### src/sv/dependency_task_budget_scheduler_core_defines.svh
// Assertion macros for the task scheduler.
`ifndef DEPENDENCY_TASK_BUDGET_SCHEDULER_CORE_DEFINES_SVH
`define DEPENDENCY_TASK_BUDGET_SCHEDULER_CORE_DEFINES_SVH

// Implication checked on every clock edge outside reset.
`define DTBS_ASSERT_IMP(lbl, ante, cons, msg) \
  lbl: assert property (@(posedge clk) disable iff (!rst_n) (ante) |-> (cons)) else $error(msg);

// Next-cycle implication checked outside reset.
`define DTBS_ASSERT_NXT(lbl, ante, cons, msg) \
  lbl: assert property (@(posedge clk) disable iff (!rst_n) (ante) |=> (cons)) else $error(msg);

`endif

### src/sv/dtbs_pkg.sv
`default_nettype none
package dtbs_pkg;
  localparam int MaxTasks  = 16;
  localparam int IdBits    = 4;
  localparam int CntBits   = 5;
  localparam int OwnerBits = 8;
  localparam int TimeBits  = 32;

  localparam logic [1:0] FUNC_ADD      = 2'd0;
  localparam logic [1:0] FUNC_ACTIVATE = 2'd1;
  localparam logic [1:0] FUNC_ADVANCE  = 2'd2;

  localparam logic [1:0] ST_OK   = 2'd0;
  localparam logic [1:0] ST_FULL = 2'd1;
  localparam logic [1:0] ST_ZERO = 2'd2;

  localparam logic [1:0] PH_PENDING = 2'd0;
  localparam logic [1:0] PH_ACTIVE  = 2'd1;
  localparam logic [1:0] PH_DONE    = 2'd2;

  // one table entry as stored in the task memory
  typedef struct packed {
    logic [OwnerBits-1:0] owner;
    logic [TimeBits-1:0]  need;
    logic [15:0]          prereqs;
  } entry_t;
endpackage
`default_nettype wire

### src/sv/dependency_task_budget_scheduler_core.sv
// Channel | Dir | Payload
// in_     | in  | tdata {prereq_mask, time_amount, owner}, tuser func
// out_    | out | tdata {time_spent, activated_count, task_id, status}, tuser task_valid, tlast
// Add and func 3 results are registered at the accepting edge.
// Activate and advance walk every stored task through the single entry memory
// read port, each entry in a read state and then an evaluate state; advance
// stops walking once its budget is used up.
// Reset clears the task count and the completion bits; no clearing pass.
// A result waits in the output register; the walk holds while it is full.
`default_nettype none
module dependency_task_budget_scheduler_core (
  input  wire logic        clk,
  input  wire logic        rst_n,
  input  wire logic        in_tvalid,
  output logic             in_tready,
  input  wire logic [55:0] in_tdata,  // owner[7:0], time_amount[39:8], prereq_mask[55:40]
  input  wire logic [1:0]  in_tuser,  // func
  output logic             out_tvalid,
  input  wire logic        out_tready,
  output logic [47:0]      out_tdata, // status[1:0], task_id[5:2], activated_count[10:6],
                                      // time_spent[42:11], zero fill
  output logic             out_tuser, // task_valid
  output logic             out_tlast
);
  import dtbs_pkg::*;

  localparam logic [2:0] S_IDLE = 3'd0;
  localparam logic [2:0] S_READ = 3'd1;
  localparam logic [2:0] S_EVAL = 3'd2;
  localparam logic [2:0] S_FIN  = 3'd3;

  // entry memory holds owner, remaining need and prereqs; phase in flops
  entry_t mem [MaxTasks];
  entry_t rd_r;
  logic   wr_en;
  logic [IdBits-1:0] wr_addr, rd_addr;
  entry_t wr_data;

  always_ff @(posedge clk) begin
    if (wr_en) begin
      mem[wr_addr] <= wr_data;
    end
    rd_r <= mem[rd_addr];
  end

  logic [2:0]  state_r, state_nxt;
  logic [CntBits-1:0] count_r, count_nxt;
  logic [1:0]  ph_r [MaxTasks];
  logic [MaxTasks-1:0] done_r; // snapshot-free completion view
  logic [1:0]  func_r, func_nxt;
  logic [OwnerBits-1:0] own_r, own_nxt;
  logic [TimeBits-1:0]  left_r, left_nxt, spent_r, spent_nxt;
  logic [CntBits-1:0]   idx_r, idx_nxt, act_r, act_nxt;
  logic ph_we;
  logic [1:0] ph_wv;
  logic        ov_r, ov_nxt;
  logic [47:0] od_r, od_nxt;
  logic        ou_r, ou_nxt, ol_r, ol_nxt;

  logic [IdBits-1:0] cur;
  logic prq_ok, busy_out;
  assign cur = idx_r[IdBits-1:0];
  assign busy_out = ov_r && !out_tready;
  assign in_tready = (state_r == S_IDLE) && !busy_out;

  // prerequisite check against completion bits of valid ids
  always_comb begin
    prq_ok = 1'b1;
    for (int b = 0; b < MaxTasks; b++) begin
      if (rd_r.prereqs[b] && (b >= int'(count_r) || !done_r[b])) prq_ok = 1'b0;
    end
  end

  always_comb begin
    state_nxt = state_r;  count_nxt = count_r; func_nxt = func_r; own_nxt = own_r;
    left_nxt = left_r;    spent_nxt = spent_r; idx_nxt = idx_r;   act_nxt = act_r;
    ov_nxt = ov_r && !out_tready; od_nxt = od_r; ou_nxt = ou_r; ol_nxt = ol_r;
    wr_en = 1'b0; wr_addr = count_r[IdBits-1:0]; wr_data = '0;
    rd_addr = cur; ph_we = 1'b0; ph_wv = PH_PENDING;
    case (state_r)
      S_IDLE: begin
        if (in_tvalid && in_tready) begin
          func_nxt = in_tuser; own_nxt = in_tdata[7:0]; left_nxt = in_tdata[39:8];
          spent_nxt = '0; idx_nxt = '0; act_nxt = '0;
          ov_nxt = 1'b1; ou_nxt = 1'b0; ol_nxt = 1'b1; od_nxt = '0;
          case (in_tuser)
            FUNC_ADD: begin
              if (in_tdata[39:8] == '0) begin
                od_nxt[1:0] = ST_ZERO;
              end else if (count_r >= CntBits'(MaxTasks)) begin
                od_nxt[1:0] = ST_FULL;
              end else begin
                wr_en = 1'b1;
                wr_data.owner = in_tdata[7:0];
                wr_data.need = in_tdata[39:8];
                wr_data.prereqs = in_tdata[55:40];
                ph_we = 1'b1; ph_wv = PH_PENDING;
                od_nxt[5:2] = count_r[IdBits-1:0];
                ou_nxt = 1'b1;
                count_nxt = count_r + CntBits'(1);
              end
            end
            FUNC_ACTIVATE, FUNC_ADVANCE: begin
              ov_nxt = 1'b0; state_nxt = S_READ;
            end
            default: ;
          endcase
        end
      end
      S_READ: begin
        if (idx_r >= count_r || (func_r == FUNC_ADVANCE && left_r == '0)) begin
          state_nxt = S_FIN;
        end else begin
          state_nxt = S_EVAL;
        end
      end
      S_EVAL: begin
        if (!busy_out) begin
          state_nxt = S_READ;
          idx_nxt = idx_r + CntBits'(1);
          rd_addr = cur;
          if (func_r == FUNC_ACTIVATE) begin
            if (ph_r[cur] == PH_PENDING && prq_ok) begin
              ph_we = 1'b1; ph_wv = PH_ACTIVE; act_nxt = act_r + CntBits'(1);
            end
          end else if (ph_r[cur] == PH_ACTIVE && rd_r.owner == own_r) begin
            wr_addr = cur; wr_data = rd_r;
            if (left_r >= rd_r.need) begin
              ph_we = 1'b1; ph_wv = PH_DONE;
              spent_nxt = spent_r + rd_r.need;
              left_nxt = left_r - rd_r.need;
              wr_data.need = '0; wr_en = 1'b1;
              ov_nxt = 1'b1; ol_nxt = 1'b0; ou_nxt = 1'b1; od_nxt = '0;
              od_nxt[5:2] = cur;
            end else begin
              spent_nxt = spent_r + left_r; left_nxt = '0;
              wr_data.need = rd_r.need - left_r; wr_en = 1'b1;
            end
          end
        end
      end
      S_FIN: begin
        if (!busy_out) begin
          ov_nxt = 1'b1; ol_nxt = 1'b1; ou_nxt = 1'b0; od_nxt = '0;
          od_nxt[10:6] = act_r; od_nxt[42:11] = spent_r;
          state_nxt = S_IDLE;
        end
      end
      default: state_nxt = S_IDLE;
    endcase
    if (state_r == S_READ) rd_addr = cur;
  end

  function automatic logic [IdBits-1:0] wr_addr_ph();
    return (state_r == S_IDLE) ? count_r[IdBits-1:0] : cur;
  endfunction

  always_ff @(posedge clk) begin
    if (!rst_n) begin
      state_r <= S_IDLE; count_r <= '0; ov_r <= 1'b0; done_r <= '0;
    end else begin
      state_r <= state_nxt; count_r <= count_nxt; ov_r <= ov_nxt;
      if (ph_we) done_r[wr_addr_ph()] <= (ph_wv == PH_DONE);
    end
  end

  always_ff @(posedge clk) begin
    if (ph_we) ph_r[wr_addr_ph()] <= ph_wv;
    func_r <= func_nxt; own_r <= own_nxt; left_r <= left_nxt; spent_r <= spent_nxt;
    idx_r <= idx_nxt; act_r <= act_nxt; od_r <= od_nxt; ou_r <= ou_nxt; ol_r <= ol_nxt;
  end

  assign out_tvalid = ov_r;
  assign out_tdata  = od_r;
  assign out_tuser  = ou_r;
  assign out_tlast  = ol_r;

`include "dependency_task_budget_scheduler_core_defines.svh"
  `DTBS_ASSERT_IMP(a_ready_idle, in_tready, state_r == S_IDLE, "ready outside idle")
  `DTBS_ASSERT_IMP(a_cnt_max, 1'b1, count_r <= CntBits'(MaxTasks), "task count overflow")
  `DTBS_ASSERT_NXT(a_hold, out_tvalid && !out_tready, out_tvalid && $stable(out_tdata), "result dropped")
endmodule
`default_nettype wire
### config.mk
export PLATFORM = sky130hd
export DESIGN_NAME = dependency_task_budget_scheduler_core
export DESIGN_NICKNAME = d
export VERILOG_FILES = /design/src/sv/dtbs_pkg.sv /design/src/sv/dependency_task_budget_scheduler_core.sv
export VERILOG_INCLUDE_DIRS = /design/src /design/src/sv
export SDC_FILE = /design/constraint.sdc
export NUM_CORES = 1
export LEC_CHECK = 0
export BUFFER_PORTS_ARGS = -buffer_cell sky130_fd_sc_hd__buf_4
export CAP_MARGIN = 20
export CORE_ASPECT_RATIO = 1.75
export CORE_UTILIZATION = 59
export CTS_CLUSTER_SIZE = 16
export DETAILED_ROUTE_END_ITERATION = 12
export GPL_TIMING_DRIVEN = 0
export PLACE_DENSITY = 0.76
export SETUP_SLACK_MARGIN = 0.3
export SYNTH_ARGS = -nofsm -noshare
export SYNTH_HDL_FRONTEND = slang
export SYNTH_SLANG_ARGS = --single-unit
export TNS_END_PERCENT = 1
### constraint.sdc
create_clock -name clk -period 9.43 [get_ports clk]
set_input_delay 1.4145 -clock clk [delete_from_list [all_inputs] [get_ports clk]]
set_output_delay 1.4145 -clock clk [all_outputs]
set_load 0.01 [all_outputs]
## Word-level counts from Yosys, hierarchy flattened

Memory sizes are Yosys's and may differ from the RTL's. A register that Yosys moved wholly into a read port is not among the register bits.
Cells that the tools add are included.

| word-level totals | value |
|---|---|
| register bits after elaboration | 159 |
| RAM bits | 928 |
| bits of input ports | 62 |
| output and inout bits | 52 |
| word-level logic and storage cells | 251 |
| memories kept | 2 |

Memory list:

| memory | words | width | rd ports | clocked after memory_dff | wr ports | RTL line | RTL |
|---|---|---|---|---|---|---|---|
| mem | 16 | 56 | 1 | 1 | 1 | dependency_task_budget_scheduler_core.sv:33 | `entry_t mem [MaxTasks];` |
| ph_r | 16 | 2 | 1 | 1 | 1 | dependency_task_budget_scheduler_core.sv:48 | `logic [1:0] ph_r [MaxTasks];` |

| operators by class | value |
|---|---|
| add/sub/neg operators | 7 |
| magnitude comparators | 21 |
| equal/unequal tests | 19 |
| mux-type cells | 114 |
| bitwise operators | 2 |
| reductions and logical operators | 73 |

Operators with widths:

| operator | number |
|---|---|
| 56-bit 2-to-1 mux | 7 |
| 32-bit 2-to-1 mux | 11 |
| 48-bit 2-to-1 mux | 6 |
| 48-bit case mux with 3 select lines | 1 |
| 32-bit case mux with 2 select lines | 2 |
| 56-bit case mux with 2 select lines | 1 |
| 32-bit adder | 2 |
| 32-bit logical NOT | 2 |
| 32-bit subtractor | 2 |
| 1-bit 2-to-1 mux | 52 |
| 4-bit by 5-bit >= comparator with 1-bit output, first input constant | 8 |
| 32-bit >= comparator | 1 |
| 4-bit 2-to-1 mux | 8 |
| 5-bit 2-to-1 mux | 5 |
| 1-bit logical AND | 23 |
| 3-bit by 5-bit >= comparator with 1-bit output, first input constant | 4 |
| 5-bit case mux with 2 select lines | 2 |
| 1-bit logical NOT | 18 |
| 1-bit logical OR | 17 |
| 16-bit bitwise mux | 1 |
| 2-bit inequality test, second input constant | 8 |
| 5-bit by 1-bit adder with 5-bit output, second input constant | 3 |
| 5-bit AND reduction | 3 |
| 2-bit 2-to-1 mux | 6 |
| 28 further kinds | 43 |

## Depth between registers and ports, before layout

| logic depth | value |
|---|---|
| depth in word-level cells | 26 |
| depth in mapped cells | 23 |
| depth with buffers taken out | 21 |

## Worst setup path after synthesis

No wires, ideal clock.

| timing path | value |
|---|---|
| path type | input-to-reg |
| start | input port out_tready |
| end | memory mem[6][0] in the netlist's numbering (enable) |
| library setup time | 0.470 ns |
| arrival time | 5.350 ns |
| required time | 8.960 ns |
| path slack | 3.610 ns |
| stages | 8 |
| path buffers | 1 |
| cell sequence | nand2b_1 and2_1 nand2_1 nor3_1 clkbuf_1 nor4b_1 a31oi_1 nor2_1 |

| on the way | value |
|---|---|
| longest elaborated chain between the ends | 9 |
| elaborated cells between the ends (all ways) | 12 |
| those cells by class | mux (7); reduce/logical (5) |

RTL lines:

| what | RTL line | RTL |
|---|---|---|
| start, declared | dependency_task_budget_scheduler_core.sv:19 | `input wire logic out_tready,` |
| 1-bit logical NOT | dependency_task_budget_scheduler_core.sv:63 | `assign busy_out = ov_r && !out_tready;` |
| 1-bit logical AND | dependency_task_budget_scheduler_core.sv:63 |  |
| 1-bit logical NOT | n/a |  |
| 1-bit logical AND | dependency_task_budget_scheduler_core.sv:64 | `assign in_tready = (state_r == S_IDLE) && !busy_out;` |
| named net in_tready | dependency_task_budget_scheduler_core.sv:15 | `output logic in_tready,` |
| 1-bit logical AND | dependency_task_budget_scheduler_core.sv:82 | `if (in_tvalid && in_tready) begin` |
| 1-bit 2-to-1 mux | dependency_task_budget_scheduler_core.sv:82 |  |
| 1-bit case mux with 2 select lines | dependency_task_budget_scheduler_core.sv:80 | `case (state_r)` |
| 1-bit 2-to-1 mux | dependency_task_budget_scheduler_core.sv:40 | `if (wr_en) begin` |
| 1-bit 2-to-1 mux (implied by the code) | dependency_task_budget_scheduler_core.sv:41 | `mem[wr_addr] <= wr_data;` |
| end, declared | dependency_task_budget_scheduler_core.sv:33 |  |

The timed path passes the listed nets, and every way through them passes these cells.

## Worst setup path in the final report

| timing path | value |
|---|---|
| start | register left_r[0] |
| end | register spent_r[29], data pin |

| on the way | value |
|---|---|
| longest elaborated chain between the ends | 6 |
| elaborated cells between the ends (all ways) | 7 |
| those cells by class | add/sub (1); order compare (1); mux (5) |

RTL lines:

| what | RTL line | RTL |
|---|---|---|
| start, declared | dependency_task_budget_scheduler_core.sv:52 | `logic [TimeBits-1:0] left_r, left_nxt, spent_r, spent_nxt;` |
| start signal, assigned | dependency_task_budget_scheduler_core.sv:169 | `func_r <= func_nxt; own_r <= own_nxt; left_r <= left_nxt; spent_r <= spent_nxt;` |
| 32-bit adder / 32-bit >= comparator (equally long branches) | dependency_task_budget_scheduler_core.sv:136, dependency_task_budget_scheduler_core.sv:128 |  |
| 32-bit 2-to-1 mux * | dependency_task_budget_scheduler_core.sv:128 | `if (left_r >= rd_r.need) begin` |
| 32-bit 2-to-1 mux * | dependency_task_budget_scheduler_core.sv:126 | `end else if (ph_r[cur] == PH_ACTIVE && rd_r.owner == own_r) begin` |
| 32-bit 2-to-1 mux * | dependency_task_budget_scheduler_core.sv:122 | `if (func_r == FUNC_ACTIVATE) begin` |
| 32-bit 2-to-1 mux * | dependency_task_budget_scheduler_core.sv:118 | `if (!busy_out) begin` |
| 32-bit case mux with 2 select lines * | dependency_task_budget_scheduler_core.sv:80 |  |
| end signal, assigned | dependency_task_budget_scheduler_core.sv:169 |  |
| end, declared | dependency_task_budget_scheduler_core.sv:52 |  |

Every way passes the cells marked *; elsewhere a longest branch is shown, timed or not. The select of a mux whose other input is x is not followed.
A chain may end at the register's enable or synchronous reset.

==> metrics <==
result of the run=finished with violations; failing checks=DRC; share of the clock period used by the worst path=between 90% and 100%; net load switching power=6.715 mW; maximum clock path buffer count=3; fraction of the yosys area taken by sequential cells=between 60% and 70%; port bufs=108; most common library cells after synthesis=1,057 x sky130_fd_sc_hd__edfxtp_1, 238 x sky130_fd_sc_hd__o21ai_0, 228 x sky130_fd_sc_hd__nand2_1; transition time at the pin with the least slew margin=between 1 and 1.5 ns; number of hold buffers added after CTS=0; average vias per placed instance=between 6 and 7; uppermost layer routed=met5; Worst EP arrival=around 9.5 ns; destination of the worst register-to-register timing path=spent_r[29]$_SDFFCE_PN0P_; core outline area=roughly 84,000 µm²; worst setup path category=flop to flop; share of synthesized flip-flops with an asynchronous set or reset=0%; number of sinks driven by the clock tree=between 1,000 and 1,500; final net count=roughly 3,900; most instantiated library cell after synthesis=sky130_fd_sc_hd__edfxtp_1; Synth Area in Compound Gates=a little over a tenth; overall fraction of global-route tracks in use=32.89%; synthesized cell area=approximately 50,000 µm²; reg-to-reg startpoint=left_r[0]$_DFFE_PP_; leakage power summed over all cells=between 15 and 20 nW; total of warnings raised by yosys=0; number of enable flip-flop cells after synthesis=1,057; clock-pin slew of the registers on the worst-case setup and hold paths=0.07 ns; Detail Route Antenna Nets=0; clock tree root buffer cell=sky130_fd_sc_hd__clkbuf_16; part of the total power dissipated in combinational logic=41.1%; synthesized-area fraction occupied by xor and xnor cells=roughly 1.5%; hold violation total from the final report=0; cell internal power dissipation=around 11 mW; detailed-router iteration count before antenna repair=10; CTS HTree Levels=3; relative contribution of sequential cells to total power=36.7%; Synth Register Bits=~1,100; Post-route DRC=4; pin count of the biggest net entering global routing=31; count of different cell masters after synthesis=about 80; Clock power frac=between 20% and 30%; worst path required time=9.85 ns; dominant combinational cell family by area after synthesis=compound AO/OA/AOI/OAI gates; Die Outline Area=around 86,000 µm²; fraction of final layout cells sized beyond drive strength 1=approximately 15%; critical path peak fanout=10; multiplexer area fraction after synthesis=around a tenth; average wire length per cell after detail routing=29.08 µm; post-placement setup slack=0.7919 ns; Avg Inst Size Synth=14.74 µm²; clock tree from TritonCTS=done; synthesized-area fraction occupied by adder cells=under 10%; maximum clock rate=around 110 MHz; initial antenna violation count=6; number of cells traversed by the worst hold path=2; synth-to-layout area growth=13.12%; Post-Synthesis Cells=3,395; area share of the leading cell type in the synthesized netlist=between 60% and 70%; Hold/Removal Path Class=flop to flop; final setup vio count=0; Routability Congestion=around 0.95; cell types occupying the most area after synthesis=sky130_fd_sc_hd__edfxtp_1 63%, sky130_fd_sc_hd__mux4_2 5.5%, sky130_fd_sc_hd__mux2i_1 3.6%; final worst path period need=~9.1 ns; clock buffers created by TritonCTS=between 90 and 100; boundary pin count=between 100 and 150; Final Total Pwr=17.46 mW; initial cell density of the core=59.47%; worst min-delay path startpoint=done_r[12]$_SDFFE_PN0P_; Die H=387.3 µm; fin worst setup slack=0.3697 ns; Power Density=308.5 nW/µm²; number of global-route vias before repair=31,700; die width=222.2 µm; first-iteration detailed-routing DRC count=slightly below 3,000; standard-cell row count=between 100 and 150; Met1 Routed Length=about 46 mm; wire length of the first global-routing pass=202.8 mm; Worst-Skew Late Latency=0.71 ns; Worst Reg-to-Reg Cells=22; post-CTS sizing=0; remaining global-route overflow=0; CP Launch Type=flop; amount of wire on met3 after detailed routing=about 11 mm; final worst clock skew=0.03680 ns; number of vias in the routed layout=~31,000; routed wire length on met2=roughly 73 mm; most frequently used flop master after synthesis=sky130_fd_sc_hd__edfxtp_1; RSZ-0062 raised after global routing=false; max_slew headroom=a little under a tenth; buffer count from post-CTS setup fixing=0; switching power share of the total=roughly two fifths; highest ir drop seen on vdd=between 0.00015 and 0.0002 V; dpl hpwl=~100 mm; total routed wirelength=~140 mm; slack of the worst reg-to-reg path=about 0.37 ns; final-report max-slew violation count=0; endpoint class of the critical path=flop; cell type with the largest total area after synthesis=sky130_fd_sc_hd__edfxtp_1; number of violations of the max-capacitance limit=0; end of the worst hold path=done_r[12]$_SDFFE_PN0P_; Post-Synth Simple-Gate Area=5.706%
==> sequential cells by signal, summed over array words and instances (netlist names), 2 cells and up, named ones only <==
signal and cells:
mem 896, own_r 8, ph_r 32, idx_r 5
act_r 5, count_r 5, rd_r 56, out_tdata 43
done_r 16, func_r 2, left_r 32, state_r 2
spent_r 32
==> cells in the final DEF, fill, tap and decap left out, drive strengths merged, types with 59 or more instances in the layout <==
| cell type | synthesis | routed |
|---|---|---|
| o21ai | 246 | 246 |
| buf | 48 | 235 |
| nand2 | 228 | 228 |
| inv | 112 | 116 |
| mux2i | 179 | 179 |
| a22oi | 59 | 59 |
| dfxtp | 84 | 84 |
| clkbuf | 141 | 262 |
| edfxtp | 1057 | 1057 |
| a21oi | 167 | 167 |
| nor2 | 99 | 99 |
| ha | 110 | 110 |
| mux4 | 122 | 122 |
==> logic make-up after synthesis <==
group / after synthesis
AOI/OAI and AO/OA: 805
buffers and inverters: 301
xor gates and xnor gates: 86
DFF: 1141
adders and majority gates: 113
and+or+nand+nor: 589
other: 1
muxes: 359
==> power by group through the flow <==
| stage | clock, mW | sequential (mW) | combinational, mW |
|---|---|---|---|
| 6_report | 3.89 | 6.40 | 7.17 |
| 3_3_place_gp | 0 | 6.53 | 6.79 |
| 2_1_floorplan | 0 | 6.35 | 4.81 |
| 3_5_place_dp | 0 | 6.49 | 7.00 |
| 4_1_cts | 3.90 | 6.39 | 7.06 |
| 5_1_grt | 4.07 | 6.42 | 7.70 |
==> through the flow <==
stage	hold slack, ns	instance area (µm²)	cells	setup TNS (ns)	utilization, %
5_1_grt	0.5135	56610	4835	0	67.27
2_1_floorplan	0.4392	50060	3399	0	-
4_1_cts	0.4885	56490	4824	0	67.12
3_3_place_gp	0.4610	52210	4579	-145.67	62.04
6_report	0.4895	56610	4836	0	67.27
3_5_place_dp	0.4769	53460	4647	0	63.53
==> worst max path at each step <==
stage,slack (ns),cells past startpoint,to,from
detailed placement,0.79,20,spent_r[29]$_SDFFCE_PN0P_,rd_r[17]$_DFF_P_
finish,0.37,22,spent_r[29]$_SDFFCE_PN0P_,left_r[0]$_DFFE_PP_
floorplan,3.61,8,mem[6][0]$_DFFE_PP_,out_tready
CTS,0.76,20,spent_r[29]$_SDFFCE_PN0P_,rd_r[17]$_DFF_P_
global placement,-0.40,10,mem[11][18]$_DFFE_PP_,in_tdata[23]
global route,0.53,22,spent_r[29]$_SDFFCE_PN0P_,left_r[0]$_DFFE_PP_
==> layer usage <==
| metal | vias up | track usage, % |
|---|---|---|
| li1 | 13770 | - |
| met1 | 15480 | 35.87 |
| met2 | 1662 | 58.77 |
| met3 | 449 | 5.128 |
| met4 | 6 | 22.06 |
| met5 | - | 0 |
==> worst max-delay path, stage by stage (launching register included) <==
cell                       delay (ns)
sky130_fd_sc_hd__edfxtp_1        0.51
sky130_fd_sc_hd__inv_1           0.10
sky130_fd_sc_hd__ha_1            0.19
sky130_fd_sc_hd__inv_1           0.06
sky130_fd_sc_hd__fa_1            0.41
sky130_fd_sc_hd__a211oi_1        0.32
sky130_fd_sc_hd__o211ai_1        0.25
sky130_fd_sc_hd__a211oi_1        1.15
sky130_fd_sc_hd__o211ai_1        0.46
sky130_fd_sc_hd__nand2_1         0.18
sky130_fd_sc_hd__clkbuf_1        0.69
sky130_fd_sc_hd__clkbuf_1        0.71
sky130_fd_sc_hd__clkbuf_1        0.78
sky130_fd_sc_hd__o21ai_0         0.19
sky130_fd_sc_hd__ha_1            0.40
sky130_fd_sc_hd__and2_1          0.22
sky130_fd_sc_hd__nand3_1         0.17
sky130_fd_sc_hd__nor4_1          0.87
sky130_fd_sc_hd__o2111a_1        0.34
sky130_fd_sc_hd__o21ai_0         0.19
sky130_fd_sc_hd__a211oi_1        0.37
sky130_fd_sc_hd__o21a_1          0.16
sky130_fd_sc_hd__nor3_1          0.04
==> final cells by class <==
cell class | instances | area (µm²)
Antenna cell | 1 | 2.502
Buffer | 189 | 748.2
Clock buffer | 121 | 2546
Clock inverter | 56 | 476.7
Fill cell | 5775 | 27540
Inverter | 112 | 420.4
Multi-Input combinational cell | 1957 | 15620
Sequential cell | 1141 | 33420
Tap cell | 1072 | 1341
Timing Repair Buffer | 187 | 2033
No activity file was read; power rests on OpenSTA's default activity.
